==> src/rtl/hfe_ram.sv <==
// Generic single-write, single-read RAM with a registered read port.
module hfe_ram #(
  parameter int WIDTH = 8,
  parameter int DEPTH = 16,
  parameter int ADDR_W = $clog2(DEPTH)
) (
  input  logic              clk,
  input  logic              we,
  input  logic [ADDR_W-1:0] waddr,
  input  logic [WIDTH-1:0]  wdata,
  input  logic              re,
  input  logic [ADDR_W-1:0] raddr,
  output logic [WIDTH-1:0]  rdata
);

  logic [WIDTH-1:0] mem [DEPTH];

  // Write port.
  always_ff @(posedge clk) begin
    if (we) begin
      mem[waddr] <= wdata;
    end
  end

  // Registered read port; the data holds while no read is issued.
  always_ff @(posedge clk) begin
    if (re) begin
      rdata <= mem[raddr];
    end
  end

endmodule

==> config.mk <==
export PLATFORM = sky130hd
export DESIGN_NAME = hfe_ram
export DESIGN_NICKNAME = d
export VERILOG_FILES = /design/src/rtl/hfe_ram.sv
export SDC_FILE = /design/constraint.sdc
export NUM_CORES = 1
export LEC_CHECK = 0
export BUFFER_PORTS_ARGS = -buffer_cell sky130_fd_sc_hd__buf_2
export CAP_MARGIN = 10
export CORE_AREA = 5 5 108 110
export CTS_CLUSTER_SIZE = 25
export DETAILED_ROUTE_END_ITERATION = 6
export DIE_AREA = 0 0 113 115
export MAX_ROUTING_LAYER = met4
export PLACE_DENSITY_LB_ADDON = 0.25
export SLEW_MARGIN = 0
export SYNTH_ARGS = -nofsm -noshare
export SYNTH_HDL_FRONTEND = slang
export SYNTH_SLANG_ARGS = --single-unit
export TNS_END_PERCENT = 20
==> constraint.sdc <==
create_clock -name clk -period 2.35 [get_ports clk]
set_input_delay 0.3525 -clock clk [delete_from_list [all_inputs] [get_ports clk]]
set_output_delay 0.3525 -clock clk [all_outputs]
set_load 0.005 [all_outputs]
==> results.json <==
{
  "place_congestion": 0.750,
  "grt_usage_pct": 17.5,
  "clk_pin_slew_ns": 0.05,
  "crit_slowest_cell": "mux4_1",
  "worstHoldStart": "re",
  "antenna_found_initial": 0,
  "drive_gt1_share_pct": 30.1,
  "synthCells": 229,
  "wl_per_cell_um": 22.8,
  "vias": 2442,
  "finalCritPeriodShare_pct": 64.1,
  "placed_area_um2": 5610,
  "syn_area_per_cell_um2": 22.8,
  "die_h_um": 115,
  "tightest_slew_ns": 0.752,
  "path_max_fanout": 1,
  "drt-total-wl_um": 9940,
  "slew_headroom_pct": 49.7,
  "cp-start-kind": "flip-flop",
  "dieArea_um2": 13000,
  "initial_core_util_pct": 49.3,
  "grt_pass1_vias": 2610,
  "clk_path_buf_depth": 2,
  "synth_ff_type": "edfxtp_1",
  "grt_max_degree": 33,
  "final_cells": 436,
  "ys_seq_elements": 136,
  "critPathMaxStageDelay_ns": 0.54,
  "row_count": 38,
  "critPathBufInv": 0,
  "seq_area_frac_synth_pct": 78.1,
  "power_mw": 5.47,
  "drc_errors": 0,
  "endpoint_kind": "flip-flop",
  "clock-sinks": 136,
  "synth_edf_count": 136,
  "ys_warn_count": 0,
  "firstDrtPassIters": 4,
  "pwr_density_cell_nw_per_um2": 887,
  "setup_viol": 0,
  "hold_buffers": 0,
  "hpwlAfterDp_um": 6270,
  "rsz0062_at_grt": "no",
  "synth_top_cells_by_count": "edfxtp_1 (136), mux4_2 (18), a22oi_1 (16)",
  "synth_cell_types": 18,
  "fin_nets": 302,
  "ctsRootBufferMaster": "clkbuf_8",
  "numCtsBuffers": 17,
  "period_needed_ns": 1.51,
  "tritoncts": "yes",
  "cts_resized": 0,
  "diodes": 0,
  "drt_iter0_markers": 112,
  "core_area_um2": 10600,
  "final.setup.tns_ns": 0,
  "crit_path_start": "mem[6][0]",
  "utilization_pct": 58.2,
  "vdd_drop_max_mv": 0.345,
  "synthToLayoutAreaGrowth_pct": 18.0,
  "hold_violations": 0,
  "ant_nets": 0,
  "die_w_um": 113,
  "regToRegStartpoint": "mem[6][0]",
  "path_delay_family": "multiplexers",
  "netlist_area_um2": 5230,
  "yosysTopAreaCellShare_pct": 78.1,
  "cap_violations": 0,
  "max_freq_mhz": 664,
  "required_ns": 2.60,
  "place_inst": 404,
  "synth.most_common_cell": "edfxtp_1",
  "finClkSkew_ns": 0.00402,
  "viasPerCell": 5.60,
  "postSynth.asyncResetShare_pct": 0,
  "critPathArrivalTime_ns": 1.76,
  "worstSetupPathType": "reg2reg",
  "io_buffers": 26,
  "synth_top_area_cell": "edfxtp_1",
  "grt_first_pass_wirelength_um": 15500,
  "post_cts_buffers": 0,
  "gr-total-overflow": 0,
  "p_leak_nw": 2.10,
  "design_area_um2": 6170,
  "htreeDepth": 4,
  "num_io_pins": 27,
  "insertion_delay_ns": 0.51,
  "maxSlewViolCount": 0,
  "status": "completed",
  "hp-class": "in2reg",
  "synth_area_leaders": "edfxtp_1 (78%), mux4_2 (7.8%), mux4_1 (7.0%)",
  "synth_fp_nets": 248,
  "path_cells": "mux4_1 -> a22oi_1 -> nand2_1"
}
==> sequential cells by signal, indices dropped and copies added, names as in the netlist <==
register	count
rdata	8
mem	128
==> power breakdown <==
group	internal (mW)	switching (mW)
combinational	0.106	0.141
sequential	2.73	0.0135
clock	1.58	0.895
==> cell type report <==
cell class	instances	area (um^2)
Fill cell	776	4430
Sequential cell	136	4080
Multi-Input combinational cell	83	1060
Clock buffer	18	418
Timing Repair Buffer	45	298
Tap cell	140	175
Clock inverter	14	138
==> path summary, 6_finish.rpt <==
| kind | endpoint | slack, ns | cells past startpoint |
|---|---|---|---|
| setup / recovery | rdata[0] | 0.84 | 3 |
| hold / removal | rdata[0] | 0.21 | 1 |
| setup reg to reg | rdata[0] | 0.84 | 3 |
| hold reg to reg | rdata[3] | 0.74 | 3 |
==> cells in the final DEF (no fill, tap or decap), types with 4 or more instances in the layout <==
master and instances:
edfxtp_1 136, buf_2 26, mux4_2 18, buf_4 17, a22oi_1 16, clkbuf_16 16
mux4_1 14, nor2_1 13, nand2_1 9, clkinv_1 6, clkinv_2 5, nor3_1 4
==> per-layer routing <==
metal	wire length (um)	vias up	track usage [%]
li1	-	1092	-
met3	469	13	4.21
met2	4960	74	26.9
met4	150	0	6.97
met5	0	-	-
met1	4360	1263	22.9
==> through the flow <==
step,hold slack [ns],setup slack (ns)
after floorplan,0.451,0.505
after global routing,0.198,0.810
final,0.210,0.843
after global placement,0.724,0.405
after detailed placement,0.737,0.388
after CTS,0.191,0.856
==> kinds of logic after synthesis <==
kind of cell	Yosys count	share of synthesized area (%)
flops	136	78.1
mux	32	14.8
buf+inv	10	1.65
simple gates	35	3.14
compound gates	16	2.30
Power figures use the tool's default switching activity.
