[src/rtl/hfe_pkg.sv]
// Package with the shared constants, command codes and types of the Huffman encoder.
package hfe_pkg;

  // Table geometry and code limits.
  localparam int NUM_SYMBOLS   = 256;
  localparam int MAX_CODE_LEN  = 32;
  localparam int TABLE_DEPTH   = 256;
  localparam int CODE_W        = 32;
  localparam int LEN_W         = 6;
  localparam int ENTRY_W       = CODE_W + LEN_W;
  localparam int ACC_W         = CODE_W + 7;
  localparam int MAX_RESULTS   = 4;

  // Stored lengths saturate to the smaller of the code limit and the field width.
  localparam logic [LEN_W-1:0] LEN_CAP =
    (MAX_CODE_LEN < CODE_W) ? LEN_W'(MAX_CODE_LEN) : LEN_W'(CODE_W);

  // Symbols at or above this limit are ignored.
  localparam logic [8:0] SYM_LIMIT = 9'(NUM_SYMBOLS);

  // Command codes of an input word.
  localparam logic [1:0] CMD_LOAD   = 2'd0;
  localparam logic [1:0] CMD_ENCODE = 2'd1;
  localparam logic [1:0] CMD_FLUSH  = 2'd2;

  // Work held in the lookup stage.
  typedef enum logic {
    KIND_ENCODE,
    KIND_FLUSH
  } hfe_kind_t;

  // One code table entry: saturated length over the right-aligned code word.
  typedef struct packed {
    logic [LEN_W-1:0]  len;
    logic [CODE_W-1:0] bits;
  } hfe_entry_t;

  // Request from the lookup stage to the bit packer.
  typedef struct packed {
    logic      valid;
    hfe_kind_t kind;
  } hfe_req_t;

endpackage

[src/rtl/hfe_if.sv]


interface hfe_out_if;
  logic       valid;
  logic       ready;
  logic [7:0] out_byte;
  logic       last_of_run;

  modport source (output valid, out_byte, last_of_run, input ready);
  modport sink   (input valid, out_byte, last_of_run, output ready);
endinterface

[src/rtl/hfe_packer.sv]
// MSB-first bit packer: pending partial byte, byte buffer and output word emitter.
module hfe_packer (
  input  logic              clk,
  input  logic              rst_n,
  input  hfe_pkg::hfe_req_t req,
  input  hfe_pkg::hfe_entry_t entry,
  output logic              go,
  hfe_out_if.source         out_word
);
  import hfe_pkg::*;

  logic [6:0]       partial_r, partial_nxt;
  logic [2:0]       pend_r, pend_nxt;
  logic [ACC_W-1:0] acc_r, acc_nxt;
  logic [5:0]       tot_r, tot_nxt;
  logic [2:0]       cnt_r, cnt_nxt;

  logic [CODE_W:0]   mask_wide;
  logic [CODE_W-1:0] code;
  logic [ACC_W-1:0]  acc;
  logic [5:0]        total;
  logic [7:0]        flush_byte;
  logic [7:0]        low_mask;
  logic [2:0]        nbytes;
  logic              buf_free;
  logic              out_acc;
  logic [5:0]        shamt;
  logic [ACC_W-1:0]  shifted;

  // Append the masked code word to the pending bits.
  always_comb begin
    mask_wide  = ((CODE_W+1)'(1) << entry.len) - (CODE_W+1)'(1);
    code       = entry.bits & mask_wide[CODE_W-1:0];
    acc        = ({{CODE_W{1'b0}}, partial_r} << entry.len) | {7'd0, code};
    total      = {3'd0, pend_r} + entry.len;
    flush_byte = {1'b0, partial_r} << (4'd8 - {1'b0, pend_r});
    low_mask   = (8'd1 << total[2:0]) - 8'd1;
  end

  // Count the words this request emits and decide whether it can move on.
  always_comb begin
    unique case (req.kind)
      KIND_ENCODE: nbytes = (entry.len == '0) ? 3'd0 : total[5:3];
      KIND_FLUSH:  nbytes = (pend_r != 3'd0) ? 3'd1 : 3'd0;
      default:     nbytes = 3'd0;
    endcase
    out_acc  = out_word.valid && out_word.ready;
    buf_free = (cnt_r == 3'd0) || ((cnt_r == 3'd1) && out_word.ready);
    go       = req.valid && ((nbytes == 3'd0) || buf_free);
  end

  // Next pending bits and next buffer contents.
  always_comb begin
    partial_nxt = partial_r;
    pend_nxt    = pend_r;
    acc_nxt     = acc_r;
    tot_nxt     = tot_r;
    cnt_nxt     = cnt_r;
    if (out_acc) begin
      cnt_nxt = cnt_r - 3'd1;
      tot_nxt = tot_r - 6'd8;
    end
    if (go) begin
      unique case (req.kind)
        KIND_ENCODE: begin
          if (entry.len != '0) begin
            partial_nxt = acc[6:0] & low_mask[6:0];
            pend_nxt    = total[2:0];
          end
          if (nbytes != 3'd0) begin
            acc_nxt = acc;
            tot_nxt = total;
            cnt_nxt = nbytes;
          end
        end
        KIND_FLUSH: begin
          partial_nxt = 7'd0;
          pend_nxt    = 3'd0;
          if (nbytes != 3'd0) begin
            acc_nxt = {{(ACC_W-8){1'b0}}, flush_byte};
            tot_nxt = 6'd8;
            cnt_nxt = 3'd1;
          end
        end
        default: begin
          pend_nxt = pend_r;
        end
      endcase
    end
  end

  // Control state and pending bits reset; the buffer payload needs none.
  always_ff @(posedge clk) begin
    if (!rst_n) begin
      partial_r <= 7'd0;
      pend_r    <= 3'd0;
      cnt_r     <= 3'd0;
    end else begin
      partial_r <= partial_nxt;
      pend_r    <= pend_nxt;
      cnt_r     <= cnt_nxt;
    end
  end

  always_ff @(posedge clk) begin
    acc_r <= acc_nxt;
    tot_r <= tot_nxt;
  end

  // Emit the oldest buffered byte, most significant bits first.
  always_comb begin
    shamt                = tot_r - 6'd8;
    shifted              = acc_r >> shamt;
    out_word.valid       = (cnt_r != 3'd0);
    out_word.out_byte    = shifted[7:0];
    out_word.last_of_run = (cnt_r == 3'd1);
  end

endmodule
[src/flat_wrapper.sv]
// flat-port wrapper written by rule: the top's interface ports become plain ports
module hfe_packer_flat import hfe_pkg::*;
  (clk, rst_n, req, entry, go, out_word_valid, out_word_out_byte, out_word_last_of_run, out_word_ready);
  hfe_out_if out_word_i ();
  input  logic clk;
  input  logic rst_n;
  input  hfe_pkg::hfe_req_t req;
  input  hfe_pkg::hfe_entry_t entry;
  output logic go;
  output wire logic [$bits(out_word_i.valid)-1:0] out_word_valid;
  output wire logic [$bits(out_word_i.out_byte)-1:0] out_word_out_byte;
  output wire logic [$bits(out_word_i.last_of_run)-1:0] out_word_last_of_run;
  input wire logic [$bits(out_word_i.ready)-1:0] out_word_ready;
  assign out_word_valid = out_word_i.valid;
  assign out_word_out_byte = out_word_i.out_byte;
  assign out_word_last_of_run = out_word_i.last_of_run;
  assign out_word_i.ready = out_word_ready;
  hfe_packer u_core (.clk(clk), .rst_n(rst_n), .req(req), .entry(entry), .go(go), .out_word(out_word_i));
endmodule
[config.mk]
export PLATFORM = sky130hd
export DESIGN_NAME = hfe_packer_flat
export DESIGN_NICKNAME = d
export VERILOG_FILES = /design/src/rtl/hfe_pkg.sv /design/src/rtl/hfe_if.sv /design/src/rtl/hfe_packer.sv /design/src/flat_wrapper.sv
export SDC_FILE = /design/constraint.sdc
export NUM_CORES = 1
export LEC_CHECK = 0
export BUFFER_PORTS_ARGS = -buffer_cell sky130_fd_sc_hd__buf_2
export CORE_ASPECT_RATIO = 0.9
export CORE_MARGIN = 2
export CORE_UTILIZATION = 55
export DETAILED_ROUTE_END_ITERATION = 12
export GPL_TIMING_DRIVEN = 0
export PLACE_DENSITY = 0.89
export RECOVER_POWER = 50
export REMOVE_ABC_BUFFERS = 1
export SLEW_MARGIN = 5
export SYNTH_ARGS = -nofsm -noshare
export SYNTH_HDL_FRONTEND = slang
export SYNTH_SLANG_ARGS = --single-unit
[constraint.sdc]
create_clock -name clk -period 3.1 [get_ports clk]
set_clock_uncertainty 0.1 [all_clocks]
set_input_delay 0.155 -clock clk [delete_from_list [all_inputs] [get_ports clk]]
set_output_delay 0.155 -clock clk [all_outputs]
set_load 0.02 [all_outputs]
==> metrics <==
PwrDens=between 700 and 800 mW/mm²; max cap viols=0; DRT iter0 DRCs=about 670; most frequent cells in the layout=72 x nor2_1, 51 x buf_2, 47 x mux4_2; all-layer global routing usage=a little under a third; CTS buffer count=9; worst setup path startpoint=u_core.tot_r[0]$_DFFE_PP_; Syn Inst Count=slightly above 600; simple-gate share of the synthesized area=between 10% and 20%; Clock Pin Slew Worst Setup and Hold Paths=about 0.060 ns; final wirelength=about 17,000 µm; port buffer count=53; hold path cells=3; P_leak=0.00231 µW; largest net degree at the start of global routing=51; highest cell delay on the worst timing path=around 0.56 ns; CP max FO=24; post-DR vias/cell=between 7 and 8; Yosys reg bits=58; area grow syn2layout=12.9%; fin area=0.00649 mm²; Max stage delay cell, worst path=mux4_2; Post-Syn Area=about 0.0058 mm²; post-route clock period utilization=a little over nine tenths; Synth Area in XOR/XNOR=2.28%; Routed Antenna Nets=0; DRC=0; crit start category=flop; Worst Path Arrival=between 2 and 3 ns; Hold EP=u_core.acc_r[31]$_SDFFCE_PP0P_; Critical Path RT=about 2.8 ns; Placeable Area=just over 0.01 mm²; Avg Cell Area, Syn=9.43 µm²; final net count=just under 700; cells along the critical path=buf_16 > buf_16 > mux4_2 > mux4_2 > a22oi_1 > o21ai_0 > buf_2; RD Place Congestion=between 0.9 and 1; Die Area=0.0113 mm²; RR Startpoint=u_core.pend_r[0]$_SDFFE_PN0P_; r2r endpoint=u_core.partial_r[6]$_SDFFE_PN0P_; Hold Startpoint=entry[31]; clock period minus worst slack=3.00 ns; fmax=approximately 330 MHz; hpwl dp=12,100 µm; count of final setup violators=0; Post-Synth Adder-Cell Area=between 2 and 3%; Slew @ Worst Pin=1.17 ns; Synth Warn #=0; IO Pins=54; initial antenna violation count=1; Worst R2R Path Depth=10; CTS sink count=between 50 and 60; commonest non-fill, non-tap cell in the layout=nor2_1; H-tree levels=3; post-synthesis async set-or-reset flop share=0%; DP Area=~0.006 mm²; outcome=completed; vias in the first global route=approximately 5,000; final total power=a little under 5000 µW; Final Util=between 60 and 70%; DR vias=between 5,000 and 6,000; critical path class=reg2out; ratio of cells with drive above 1 in the final layout=25.8%; drt pass-1 iters=6; DP Worst Slack=-0.605 ns; r2r setup slk=between 0.1 and 0.15 ns; post-synthesis mux area share=about a quarter; Most used DFF post-synth=edfxtp_1; Die Wd=between 100 and 150 µm; clock buffer depth=2; compound-gate portion of the synthesized area=roughly a fifth; Post-synth EDFFs=42; FF/Latch Area=between 0.0015 and 0.002 mm²; Peak VDD IR=roughly 0.7 mV; fin. max-slew vios=0; CTS tree=built; sequential area share after synthesis=27.5%; Yosys cell types=67; final hold violation count=0; global-route wire length before repair=roughly 27,000 µm; # rows=35; # hold bufs at CTS=0; antenna cells=0; fillcell total=~800; clk_lat worst skew=between 0.3 and 0.4 ns; Worst slew margin=about a fifth; drt wl/cell=roughly 22 µm; Fin Setup TNS=0 ns; worst hold-check path type=in2reg; Root Driver=clkbuf_16; die span in y=~100 µm; Final WS setup=around 0.1 ns; area of the multi-input gates=between 0.003 and 0.004 mm²; Initial Util=56.4%; grt total ovfl=0; Critical Path Sink Type=output pin; largest family of logic cells by synthesized area=multiplexers
[Yosys cell counts (all sizes together), types with 18 or more instances]
cell type	number	share of area [%]
clkbuf	35	2.3
nand2	39	2.5
a21oi	30	2.7
inv	21	1.4
nor2	73	4.8
edfxtp	42	22
mux4	47	18
a22oi	18	2.3
o21ai	38	3.3
buf	20	2.1
nand3	22	1.9
mux2i	23	4.0
[worst max path at each step]
stage | endpoint | slack (ns)
after floorplan | out_word_out_byte[3] | -0.11
after global placement | u_core.acc_r[29]$_SDFFCE_PP0P_ | -0.53
after detailed placement | u_core.acc_r[30]$_SDFFCE_PP0P_ | -0.61
after CTS | u_core.acc_r[24]$_SDFFCE_PP0P_ | 0.02
after global routing | out_word_out_byte[3] | -0.002
final | out_word_out_byte[3] | 0.1
[final cells by class]
class	count	share of cell area, %
Timing Repair inverter	2	0.231
Clock inverter	6	1.02
Multi-Input combinational cell	476	60.0
Sequential cell	58	24.4
Clock buffer	10	3.53
Timing Repair Buffer	71	7.05
Tap cell	129	2.49
Inverter	21	1.27
[stage by stage]
step / hold slack [ns] / std cells
after floorplan: 0.153 / 555
after global placement: 0.405 / 737
after detailed placement: 0.398 / 740
after CTS: 0.0754 / 765
after global routing: 0.0943 / 773
final: 0.0847 / 773
[flip-flops by register name, indices dropped and copies added (netlist names)]
signal            flops
u_core.cnt_r          3
u_core.partial_r      7
u_core.acc_r         39
u_core.tot_r          6
u_core.pend_r         3
[power by group]
part           internal, µW  switching, µW  total (µW)
clock                   623            355         977
combinational          1140           1450        2590
sequential             1050            218        1270
[routing by layer]
metal | part of all wire, % | global-route usage, % | up-vias
met2 | 47 | 50.0 | 423
met4 | 2.6 | 10.6 | 2
met1 | 39 | 40.4 | 2597
met3 | 10 | 6.73 | 56
li1 | - | - | 2417
met5 | 0.092 | 0 | -
[what timing repair did]
action,4_1_cts,5_1_grt
setup buffers,7,8
setup endpoints to repair,66,33
cloned,2,0
gates resized for setup,11,7
pin swaps,0,2
[kinds of logic (layout without fill, tap and decap cells)]
logic type | count (synthesis) | in the layout
adder cells (fa/ha/maj) | 12 | 12
AO/OA/AOI/OAI | 171 | 171
XOR/XNOR | 15 | 15
AND/OR/NAND/NOR | 196 | 196
multiplexers | 82 | 82
buffers and inverters | 76 | 110
flip-flops | 58 | 58
[critical path, delay by kind of cell (launching register included)]
kind                   cells  cell delay, ns
muxes                      2            1.07
AOI/OAI and AO/OA          2            0.27
DFF                        1            0.50
buffers and inverters      3            0.56
Note: power is estimated with default switching activity, not from simulation.
